$ cat src/rtl/core/lcdmts_pkg.sv
// ----------------------------------------------------------------------------
// lcdmts_pkg
// Types and constants of the lcd mode timing sequencer: mode codes, status
// interrupt sources, register indexes, mode lengths and port widths.
// ----------------------------------------------------------------------------
`default_nettype none

package lcdmts_pkg;

    // port and state widths
    localparam int unsigned CYCLES_W = 8;
    localparam int unsigned LINE_W   = 8;
    localparam int unsigned DOT_W    = 10;
    localparam int unsigned SRC_W    = 3;
    localparam int unsigned CFG_IDX_W  = 2;
    localparam int unsigned CFG_DATA_W = 8;

    // default frame geometry
    localparam int unsigned DEF_VISIBLE_LINES = 144;
    localparam int unsigned DEF_TOTAL_LINES   = 154;

    // mode lengths in cycles
    localparam logic [DOT_W-1:0] OAM_CYCLES       = DOT_W'(80);
    localparam logic [DOT_W-1:0] TRANSFER_CYCLES  = DOT_W'(172);
    localparam logic [DOT_W-1:0] HBLANK_CYCLES    = DOT_W'(204);
    localparam logic [DOT_W-1:0] LINE_CYCLES      = DOT_W'(80 + 172 + 204);
    localparam logic [DOT_W-1:0] VBLANK_IRQ_DELAY = DOT_W'(24);

    // display mode codes
    typedef enum logic [1:0] {
        MODE_HBLANK   = 2'd0,
        MODE_VBLANK   = 2'd1,
        MODE_OAM      = 2'd2,
        MODE_TRANSFER = 2'd3
    } t_mode;

    // status interrupt sources
    typedef enum logic [SRC_W-1:0] {
        SRC_NONE   = 3'd0,
        SRC_HBLANK = 3'd1,
        SRC_VBLANK = 3'd2,
        SRC_OAM    = 3'd3,
        SRC_MATCH  = 3'd4
    } t_stat_src;

    // configuration register indexes
    typedef enum logic [CFG_IDX_W-1:0] {
        REG_DISPLAY_ENABLE  = 2'd0,
        REG_COMPARE_LINE    = 2'd1,
        REG_STAT_IRQ_SOURCE = 2'd2
    } t_cfg_reg;

endpackage : lcdmts_pkg

`default_nettype wire

$ cat src/rtl/core/lcd_mode_timing_sequencer.sv
// ----------------------------------------------------------------------------
// lcd_mode_timing_sequencer
// Advances the scan timing (oam search, pixel transfer, hblank, vblank) by the
// elapsed cycles of each item and reports mode, line, coincidence and pulses.
// ----------------------------------------------------------------------------
//  channel   | direction | handshake               | payload
//  ----------+-----------+-------------------------+---------------------------
//  input     | in        | i_in_valid / o_in_ready | i_elapsed_cycles
//  result    | out       | o_out_valid/i_out_ready | o_mode .. o_frame_present
//  config    | in        | i_cfg_we (no wait)      | i_cfg_index, i_cfg_data
//
//  one item per clock: the whole step is one add, a few compares and a line
//  increment between the input ports and the result register.
//  the result is registered and appears in the cycle after its item is accepted.
//  the input is taken whenever the result register is empty or being drained,
//  so only a stalled result holds back the input.
//  synchronous active-low reset restores the vblank, line zero state.
// ----------------------------------------------------------------------------
`default_nettype none

module lcd_mode_timing_sequencer #(
    parameter int unsigned VISIBLE_LINES = lcdmts_pkg::DEF_VISIBLE_LINES,
    parameter int unsigned TOTAL_LINES   = lcdmts_pkg::DEF_TOTAL_LINES
) (
    input  wire logic                               i_clk,
    input  wire logic                               i_rst_n,

    input  wire logic                               i_in_valid,
    output logic                                    o_in_ready,
    input  wire logic [lcdmts_pkg::CYCLES_W-1:0]    i_elapsed_cycles,

    output logic                                    o_out_valid,
    input  wire logic                               i_out_ready,
    output logic [1:0]                              o_mode,
    output logic [lcdmts_pkg::LINE_W-1:0]           o_line,
    output logic                                    o_coincidence,
    output logic                                    o_vblank_irq,
    output logic                                    o_stat_irq,
    output logic                                    o_render_line,
    output logic                                    o_frame_present,

    input  wire logic                               i_cfg_we,
    input  wire logic [lcdmts_pkg::CFG_IDX_W-1:0]   i_cfg_index,
    input  wire logic [lcdmts_pkg::CFG_DATA_W-1:0]  i_cfg_data
);
    import lcdmts_pkg::*;

    localparam logic [LINE_W:0] VISIBLE_END = (LINE_W+1)'(VISIBLE_LINES);
    localparam logic [LINE_W:0] TOTAL_END   = (LINE_W+1)'(TOTAL_LINES);

    // configuration registers
    logic              r_display_enable;
    logic [LINE_W-1:0] r_compare_line;
    logic [SRC_W-1:0]  r_stat_src;

    // timing state
    logic [DOT_W-1:0]  r_dot, n_dot;
    t_mode             r_mode, n_mode;
    logic [LINE_W-1:0] r_line, n_line;
    logic              r_coinc, n_coinc;
    logic              r_vb_pending, n_vb_pending;

    // result register
    logic              r_out_valid;
    t_mode             r_out_mode;
    logic [LINE_W-1:0] r_out_line;
    logic              r_out_coinc;
    logic              r_out_vb;
    logic              r_out_stat;
    logic              r_out_render;

    // step logic
    logic              n_vb;
    logic              n_stat;
    logic              n_render;
    logic [DOT_W-1:0]  dot_sum;
    logic [LINE_W:0]   line_inc;
    logic              accept;

    assign accept     = i_in_valid && o_in_ready;
    assign o_in_ready = !r_out_valid || i_out_ready;

    assign dot_sum  = r_dot + DOT_W'(i_elapsed_cycles);
    assign line_inc = {1'b0, r_line} + (LINE_W+1)'(1);

    // one timing step for the presented item
    always_comb begin
        n_dot        = r_dot;
        n_mode       = r_mode;
        n_line       = r_line;
        n_coinc      = r_coinc;
        n_vb_pending = r_vb_pending;
        n_vb         = 1'b0;
        n_stat       = 1'b0;
        n_render     = 1'b0;
        if (r_display_enable) begin
            n_dot = dot_sum;
            case (r_mode)
                MODE_HBLANK: begin
                    if (dot_sum >= HBLANK_CYCLES) begin
                        n_dot   = '0;
                        n_line  = line_inc[LINE_W-1:0];
                        n_coinc = (line_inc[LINE_W-1:0] == r_compare_line);
                        if (n_coinc && r_stat_src == SRC_MATCH) begin
                            n_stat = 1'b1;
                        end
                        if (line_inc == VISIBLE_END) begin
                            n_mode       = MODE_VBLANK;
                            n_vb_pending = 1'b1;
                        end else begin
                            n_mode = MODE_OAM;
                            if (r_stat_src == SRC_OAM) begin
                                n_stat = 1'b1;
                            end
                        end
                    end
                end
                MODE_VBLANK: begin
                    if (r_vb_pending && dot_sum > VBLANK_IRQ_DELAY) begin
                        n_vb         = 1'b1;
                        n_vb_pending = 1'b0;
                        if (r_stat_src == SRC_VBLANK) begin
                            n_stat = 1'b1;
                        end
                    end
                    if (dot_sum >= LINE_CYCLES) begin
                        n_dot  = '0;
                        n_line = line_inc[LINE_W-1:0];
                        if (line_inc >= TOTAL_END) begin
                            n_mode = MODE_OAM;
                            n_line = '0;
                            if (r_stat_src == SRC_OAM) begin
                                n_stat = 1'b1;
                            end
                        end
                        n_coinc = (n_line == r_compare_line);
                        if (n_coinc && r_stat_src == SRC_MATCH) begin
                            n_stat = 1'b1;
                        end
                    end
                end
                MODE_OAM: begin
                    if (dot_sum >= OAM_CYCLES) begin
                        n_dot  = '0;
                        n_mode = MODE_TRANSFER;
                    end
                end
                MODE_TRANSFER: begin
                    if (dot_sum >= TRANSFER_CYCLES) begin
                        n_dot    = '0;
                        n_mode   = MODE_HBLANK;
                        n_render = 1'b1;
                        if (r_stat_src == SRC_HBLANK) begin
                            n_stat = 1'b1;
                        end
                    end
                end
                default: begin
                    n_mode = r_mode;
                end
            endcase
        end
    end

    // configuration writes
    always_ff @(posedge i_clk) begin
        if (!i_rst_n) begin
            r_display_enable <= 1'b1;
            r_compare_line   <= '0;
            r_stat_src       <= SRC_NONE;
        end else if (i_cfg_we) begin
            case (i_cfg_index)
                REG_DISPLAY_ENABLE:  r_display_enable <= i_cfg_data[0];
                REG_COMPARE_LINE:    r_compare_line   <= i_cfg_data[LINE_W-1:0];
                REG_STAT_IRQ_SOURCE: r_stat_src       <= i_cfg_data[SRC_W-1:0];
                default: begin
                    r_display_enable <= r_display_enable;
                end
            endcase
        end
    end

    // timing state, advanced once per accepted item
    always_ff @(posedge i_clk) begin
        if (!i_rst_n) begin
            r_dot        <= '0;
            r_mode       <= MODE_VBLANK;
            r_line       <= '0;
            r_coinc      <= 1'b1;
            r_vb_pending <= 1'b0;
        end else if (accept) begin
            r_dot        <= n_dot;
            r_mode       <= n_mode;
            r_line       <= n_line;
            r_coinc      <= n_coinc;
            r_vb_pending <= n_vb_pending;
        end
    end

    // result valid flag
    always_ff @(posedge i_clk) begin
        if (!i_rst_n) begin
            r_out_valid <= 1'b0;
        end else if (o_in_ready) begin
            r_out_valid <= i_in_valid;
        end
    end

    // result payload
    always_ff @(posedge i_clk) begin
        if (accept) begin
            r_out_mode   <= n_mode;
            r_out_line   <= n_line;
            r_out_coinc  <= n_coinc;
            r_out_vb     <= n_vb;
            r_out_stat   <= n_stat;
            r_out_render <= n_render;
        end
    end

    assign o_out_valid     = r_out_valid;
    assign o_mode          = r_out_mode;
    assign o_line          = r_out_line;
    assign o_coincidence   = r_out_coinc;
    assign o_vblank_irq    = r_out_vb;
    assign o_stat_irq      = r_out_stat;
    assign o_render_line   = r_out_render;
    assign o_frame_present = r_out_vb;

endmodule : lcd_mode_timing_sequencer

`default_nettype wire

$ cat config.mk
export PLATFORM = sky130hd
export DESIGN_NAME = lcd_mode_timing_sequencer
export DESIGN_NICKNAME = d
export VERILOG_FILES = /design/src/rtl/core/lcdmts_pkg.sv /design/src/rtl/core/lcd_mode_timing_sequencer.sv
export SDC_FILE = /design/constraint.sdc
export NUM_CORES = 1
export LEC_CHECK = 0
export ABC_AREA = 1
export BUFFER_PORTS_ARGS = -buffer_cell sky130_fd_sc_hd__buf_4
export CAP_MARGIN = 20
export CORE_MARGIN = 2
export CORE_UTILIZATION = 36
export DETAILED_ROUTE_END_ITERATION = 10
export PLACE_DENSITY = 0.65
export SKIP_LAST_GASP = 1
export SYNTH_ARGS = -nofsm -noshare
export SYNTH_HDL_FRONTEND = slang
export SYNTH_SLANG_ARGS = --single-unit
$ cat constraint.sdc
create_clock -name i_clk -period 3.6 [get_ports i_clk]
set_input_delay 0.36 -clock i_clk [delete_from_list [all_inputs] [get_ports i_clk]]
set_output_delay 0.36 -clock i_clk [all_outputs]
set_load 0.01 [all_outputs]
* After elaboration in Yosys (flattened, before gate mapping) *
Index checks and enable logic that the tools add are counted.

operators by class
  $mul = 0
  order comparisons = 6
  multiplexer cells = 44
  equality and inequality tests = 15
  bitwise operators = 0
  reduce and logical (&&, ||, !) cells = 16
  shift-type cells = 0
  add/subtract/negate cells = 2
  divide/modulo/power cells = 0

operator list
  kind                                                            count
  two-way mux 8 bit                                               7
  two-way mux 10 bit                                              4
  case mux 10 bit (4 select lines)                                1
  >= comparator 10 x 8 -> 1 bit, second input constant            2
  two-way mux 1 bit                                               20
  equality test 8 bit                                             2
  case mux 8 bit (2 select lines)                                 1
  two-way mux 2 bit                                               7
  AND reduction 2 bit                                             6
  adder 10 x 8 -> 10 bit                                          1
  >= comparator 10 x 7 -> 1 bit, second input constant            1
  >= comparator 10 x 9 -> 1 bit, second input constant            1
  greater-than comparator 10 x 5 -> 1 bit, second input constant  1
  adder 8 x 1 -> 9 bit, second input constant                     1
  equality test 9 x 8 -> 1 bit, second input constant             1
  >= comparator 9 x 8 -> 1 bit, second input constant             1
  case mux 2 bit (4 select lines)                                 1
  equality test 2 bit, second input constant                      3
  equality test 3 x 2 -> 1 bit, second input constant             2
  inequality test 2 bit, second input constant                    3
  AND reduction 6 bit                                             1
  equality test 2 x 1 -> 1 bit, second input constant             2
  logical AND 1 bit                                               4
  logical NOT 2 bit                                               2
  other kinds (7)                                                 8

word-level totals
  memory bits (writable) = 0
  ROM bits = 0
  memories = 0
  bits in registers = 49
  output and inout bits = 17
  logic and storage cells = 98
  bits in latches = 0

* Logic depth before layout (Yosys ltp) *
  depth after elaboration = 11
  depth in mapped cells = 19
  gate-level depth less buffers = 19

* Worst setup path after synthesis *
No wires, ideal clock.

  path kind = input port to flip-flop
  start = in i_elapsed_cycles[0] (netlist name)
  end = reg r_out_stat (netlist: o_stat_irq), data pin
  setup slack = 1.065 ns
  buffers on the path = 1
  cell stages on the path = 16
  data required time = 3.350 ns
  data arrival time = 2.285 ns
  cell sequence = ha_1 fa_1 nand2_1 nand2_1 nand2_1 nand2_1 nand2_1 nand2_1 a21oi_1 buf_2 and2_1 nor2_1 nor3_1 nand3_1 nand2_1 inv_1

on the way
  longest elaborated chain between the ends = 9
  elaborated cells on any way between the ends = 14
  classes of those cells = add/sub: 1; order compare: 4; mux: 8; reduce/logical: 1

ends and longest elaborated chain
  element                                  RTL line                          text
  from (decl)                              lcd_mode_timing_sequencer.sv:30   input wire logic [lcdmts_pkg::CYCLES_W-1:0] i_elapsed_cycles,
  adder 10 x 8 -> 10 bit (*)               lcd_mode_timing_sequencer.sv:83   assign dot_sum = r_dot + DOT_W'(i_elapsed_cycles);
  greater-than comparator 10 x 5 -> 1 bit  lcd_mode_timing_sequencer.sv:119  if (r_vb_pending && dot_sum > VBLANK_IRQ_DELAY) begin
  logical AND 1 bit                        lcd_mode_timing_sequencer.sv:119
  two-way mux 1 bit                        lcd_mode_timing_sequencer.sv:119
  two-way mux 1 bit                        lcd_mode_timing_sequencer.sv:132  if (r_stat_src == SRC_OAM) begin
  two-way mux 1 bit                        lcd_mode_timing_sequencer.sv:129  if (line_inc >= TOTAL_END) begin
  two-way mux 1 bit                        lcd_mode_timing_sequencer.sv:137  if (n_coinc && r_stat_src == SRC_MATCH) begin
  two-way mux 1 bit                        lcd_mode_timing_sequencer.sv:126  if (dot_sum >= LINE_CYCLES) begin
  case mux 1 bit (3 select lines) (*)      lcd_mode_timing_sequencer.sv:98   case (r_mode)
  to (signal assigned)                     lcd_mode_timing_sequencer.sv:216  r_out_stat <= n_stat;
  to (decl)                                lcd_mode_timing_sequencer.sv:69   logic r_out_stat;

Every way passes the cells marked *; elsewhere a longest branch is shown, timed or not.
A chain may end at the register's enable or synchronous reset.

* Worst setup path in the final report *
  start = reg r_dot[0]
  end = reg r_out_stat (netlist: o_stat_irq), data pin

on the way
  longest elaborated chain between the ends = 9
  elaborated cells on any way between the ends = 14
  classes of those cells = add/sub: 1; order compare: 4; mux: 8; reduce/logical: 1

ends and longest elaborated chain
  element                                  RTL line                          text
  from (decl)                              lcd_mode_timing_sequencer.sv:57   logic [DOT_W-1:0] r_dot, n_dot;
  from (signal assigned)                   lcd_mode_timing_sequencer.sv:192  r_dot <= n_dot;
  adder 10 x 8 -> 10 bit (*)               lcd_mode_timing_sequencer.sv:83
  greater-than comparator 10 x 5 -> 1 bit  lcd_mode_timing_sequencer.sv:119
  logical AND 1 bit                        lcd_mode_timing_sequencer.sv:119
  two-way mux 1 bit                        lcd_mode_timing_sequencer.sv:119
  two-way mux 1 bit                        lcd_mode_timing_sequencer.sv:132
  two-way mux 1 bit                        lcd_mode_timing_sequencer.sv:129
  two-way mux 1 bit                        lcd_mode_timing_sequencer.sv:137
  two-way mux 1 bit                        lcd_mode_timing_sequencer.sv:126
  case mux 1 bit (3 select lines) (*)      lcd_mode_timing_sequencer.sv:98

Marks and branches as above.

==> metrics <==
Hold WC Path Type=input pin to register; Diodes inserted=0; CTS hold repair buffers=0; status=finished clean; Clock transition at path regs=around 0.09 ns; Max-Cap Viols=0; GRT Util Overall=between 10% and 20%; # DRC=0; final count of hold timing violations=0; buffers added on ports=39; Yosys cell types=40; Worst Max-Slew Pin Slew=0.7915 ns; die footprint=~11000 µm²; CTS tree=done; Primary FF master, synth=dfxtp_1; initial antenna violation count=0; unrepaired setup endpoints after global routing=false; hold slack=roughly 0.27 ns; Leakage=about 2 nW; CP Capture Type=register; Max Buffers Root-to-Sink=2; Finished Layout Cells=740; Max Clock Freq=0.3516 GHz; fin nets=638; area delta synth->final=13.90%; clock sinks=~50; fillers=about 1100; floorplan core area=between 10000 and 15000 µm²; Post-synth EDFFs=14; Resize count post-CTS=0; critical path cell sequence=ha_1 > fa_1 > xnor2_1 > o21ai_0 > a31oi_2 > and2_1 > nor2_1 > nor3_1 > nand3_1 > nand2_1 > inv_1; die height=between 100 and 150 µm; final setup violation count=0; worst reg2reg setup slack=0.76 ns; first-pass GRT wire length=roughly 16000 µm; Final Util=41.55%; H-tree depth=2; layout cells sized above 1=around 14%; Num CTS Buffers=5; Routed Antenna Nets=0; Reg2Reg Depth=11; grt ovf=0; crit-path max cell delay=between 0.4 and 0.5 ns; via count=~3800; Die Width=~110 µm; syn nets=605; Synth area leaders=dfxtp_1 19%, nand2_1 15%, edfxtp_1 11%; Pre-antenna DRT Iters=5; post-synth top area cell=dfxtp_1; startpoint types=register; post-DP HPWL=approximately 7700 µm; Syn. warnings=0; Slew Viols, Final=0; top cells by count, synth=149 x nand2_1, 69 x inv_1, 52 x nand3_1; setup bufs post-CTS=0; RR Endpoint=o_stat_irq; CP bufs+invs=1; Worst path slowest cell=fa_1; Avg Inst Size Synth=6.489 µm²; WP data arrival=just under 3 ns; slew margin rel.=47.18%; asr flop ratio synth=0%; Cell Count Post-Placement=732; Synth Instances=between 500 and 600; design area=between 4000 and 5000 µm²; Pwr Density=426.8 nW/µm²; Clock Latency Late Sink=between 0.3 and 0.4 ns; Worst Path Required=roughly 3.7 ns; worst vdd ir=between 0.15 and 0.2 mV; Yosys top cell area share=a little under a fifth; Seq/Total Area, Yosys=a little under a third; total wire length=between 10000 and 15000 µm; clock root buffer=clkbuf_8; clk_skew=around 0.0064 ns; Avg WL per Cell=13.62 µm; IO Pins=40; largest net degree at the start of global routing=22; flop and latch count out of synthesis=49; initial DRC count=212; crit path max fanout=8; hold endpoint=r_compare_line[5]; fin crit period=2.844 ns; netlist area before placement=3699 µm²; period utilization=roughly 79%; worst hold stages=3; top-count cell post-synth=nand2_1; Area after DPL=approximately 4100 µm²; number of global-route vias before repair=between 3000 and 4000; setup TNS=0 ns; family with the most delay on the worst path=adder cells; initial core utilization=36.48%; worst reg2reg startpoint=r_dot[0]; Vias/cell=between 5 and 6; hold_sp=i_cfg_data[5]; row count=37; Worst Setup Path Type=register to register; Placer Congestion=between 0.9 and 1
-- placed cells by master, fill, tap and decap left out, types with 3 or more instances in the layout --
cell type / n
inv_2: 6
nor2_1: 45
o21ai_0: 26
nand4_1: 31
nand2_1: 149
nor2_4: 3
buf_4: 42
nor2_2: 4
dfxtp_1: 35
xor2_1: 3
inv_1: 69
nand3_1: 52
edfxtp_1: 14
o21ai_1: 6
nand2_2: 11
o22ai_1: 3
clkbuf_8: 5
nand3_2: 6
a21oi_1: 45
nor3_1: 12
ha_1: 11
nand3b_1: 3
-- stage by stage --
| step | setup WS (ns) | total power [mW] |
|---|---|---|
| after global routing | 0.5862 | 1.919 |
| after floorplan | 1.065 | 1.205 |
| after CTS | 0.8345 | 1.800 |
| after global placement | 0.7440 | 1.384 |
| after detailed placement | 0.6710 | 1.396 |
| final | 0.7557 | 1.798 |
-- report_power, final --
group / internal [mW] / switching (mW)
registers: 0.630 / 0.0471
logic: 0.247 / 0.470
clock network: 0.209 / 0.195
-- worst max-delay path by stage --
stage                              startpoint    endpoint  slack (ns)  cells after the start
after detailed placement  i_elapsed_cycles[0]  o_stat_irq        0.67                     18
after floorplan           i_elapsed_cycles[0]  o_stat_irq        1.06                     16
after global routing                 r_dot[0]   r_line[7]        0.59                     18
final                                r_dot[0]  o_stat_irq        0.76                     11
after CTS                            r_dot[0]  o_stat_irq        0.83                     11
after global placement    i_elapsed_cycles[0]  o_stat_irq        0.74                     12
-- routing by layer --
metal	GRT usage, %	vias to the layer above	part of all wire [%]
li1	-	1952	-
met5	0	-	0
met1	22.46	1745	42
met2	32.26	117	50
met4	5.810	0	1.8
met3	2.103	15	6.1
-- flip-flops by register name (all words and copies together), names as in the netlist, 2 cells and up --
register,count
o_line,8
o_mode,2
r_compare_line,8
r_line,8
r_dot,10
r_stat_src,3
r_mode,2
-- worst min-delay path, delay by kind of cell --
family	cells	cell delay, ns
and+or+nand+nor	2	0.11
buffers and inverters	1	0.08
-- layout make-up --
cell class / count / area [µm²] / area share (%)
multi-input combinational: 428 / 2206 / 52.36
sequential: 49 / 1121 / 26.61
timing repair buffer: 42 / 315.3 / 7.484
inverter: 77 / 289.0 / 6.861
tap: 136 / 170.2 / 4.039
clock buffer: 6 / 72.57 / 1.723
clock inverter: 2 / 38.79 / 0.9207
-- kinds of logic (layout without fill, tap and decap cells) --
family	after synthesis	count (layout)	share of synthesized area [%]
AO/OA/AOI/OAI	90	90	13.80
XOR/XNOR	5	5	1.184
AND/OR/NAND/NOR	321	321	40.39
adder cells (fa/ha/maj)	12	12	4.262
flip-flops	49	49	30.31
buffers and inverters	93	127	10.05
(Power assumes the default switching activity.)
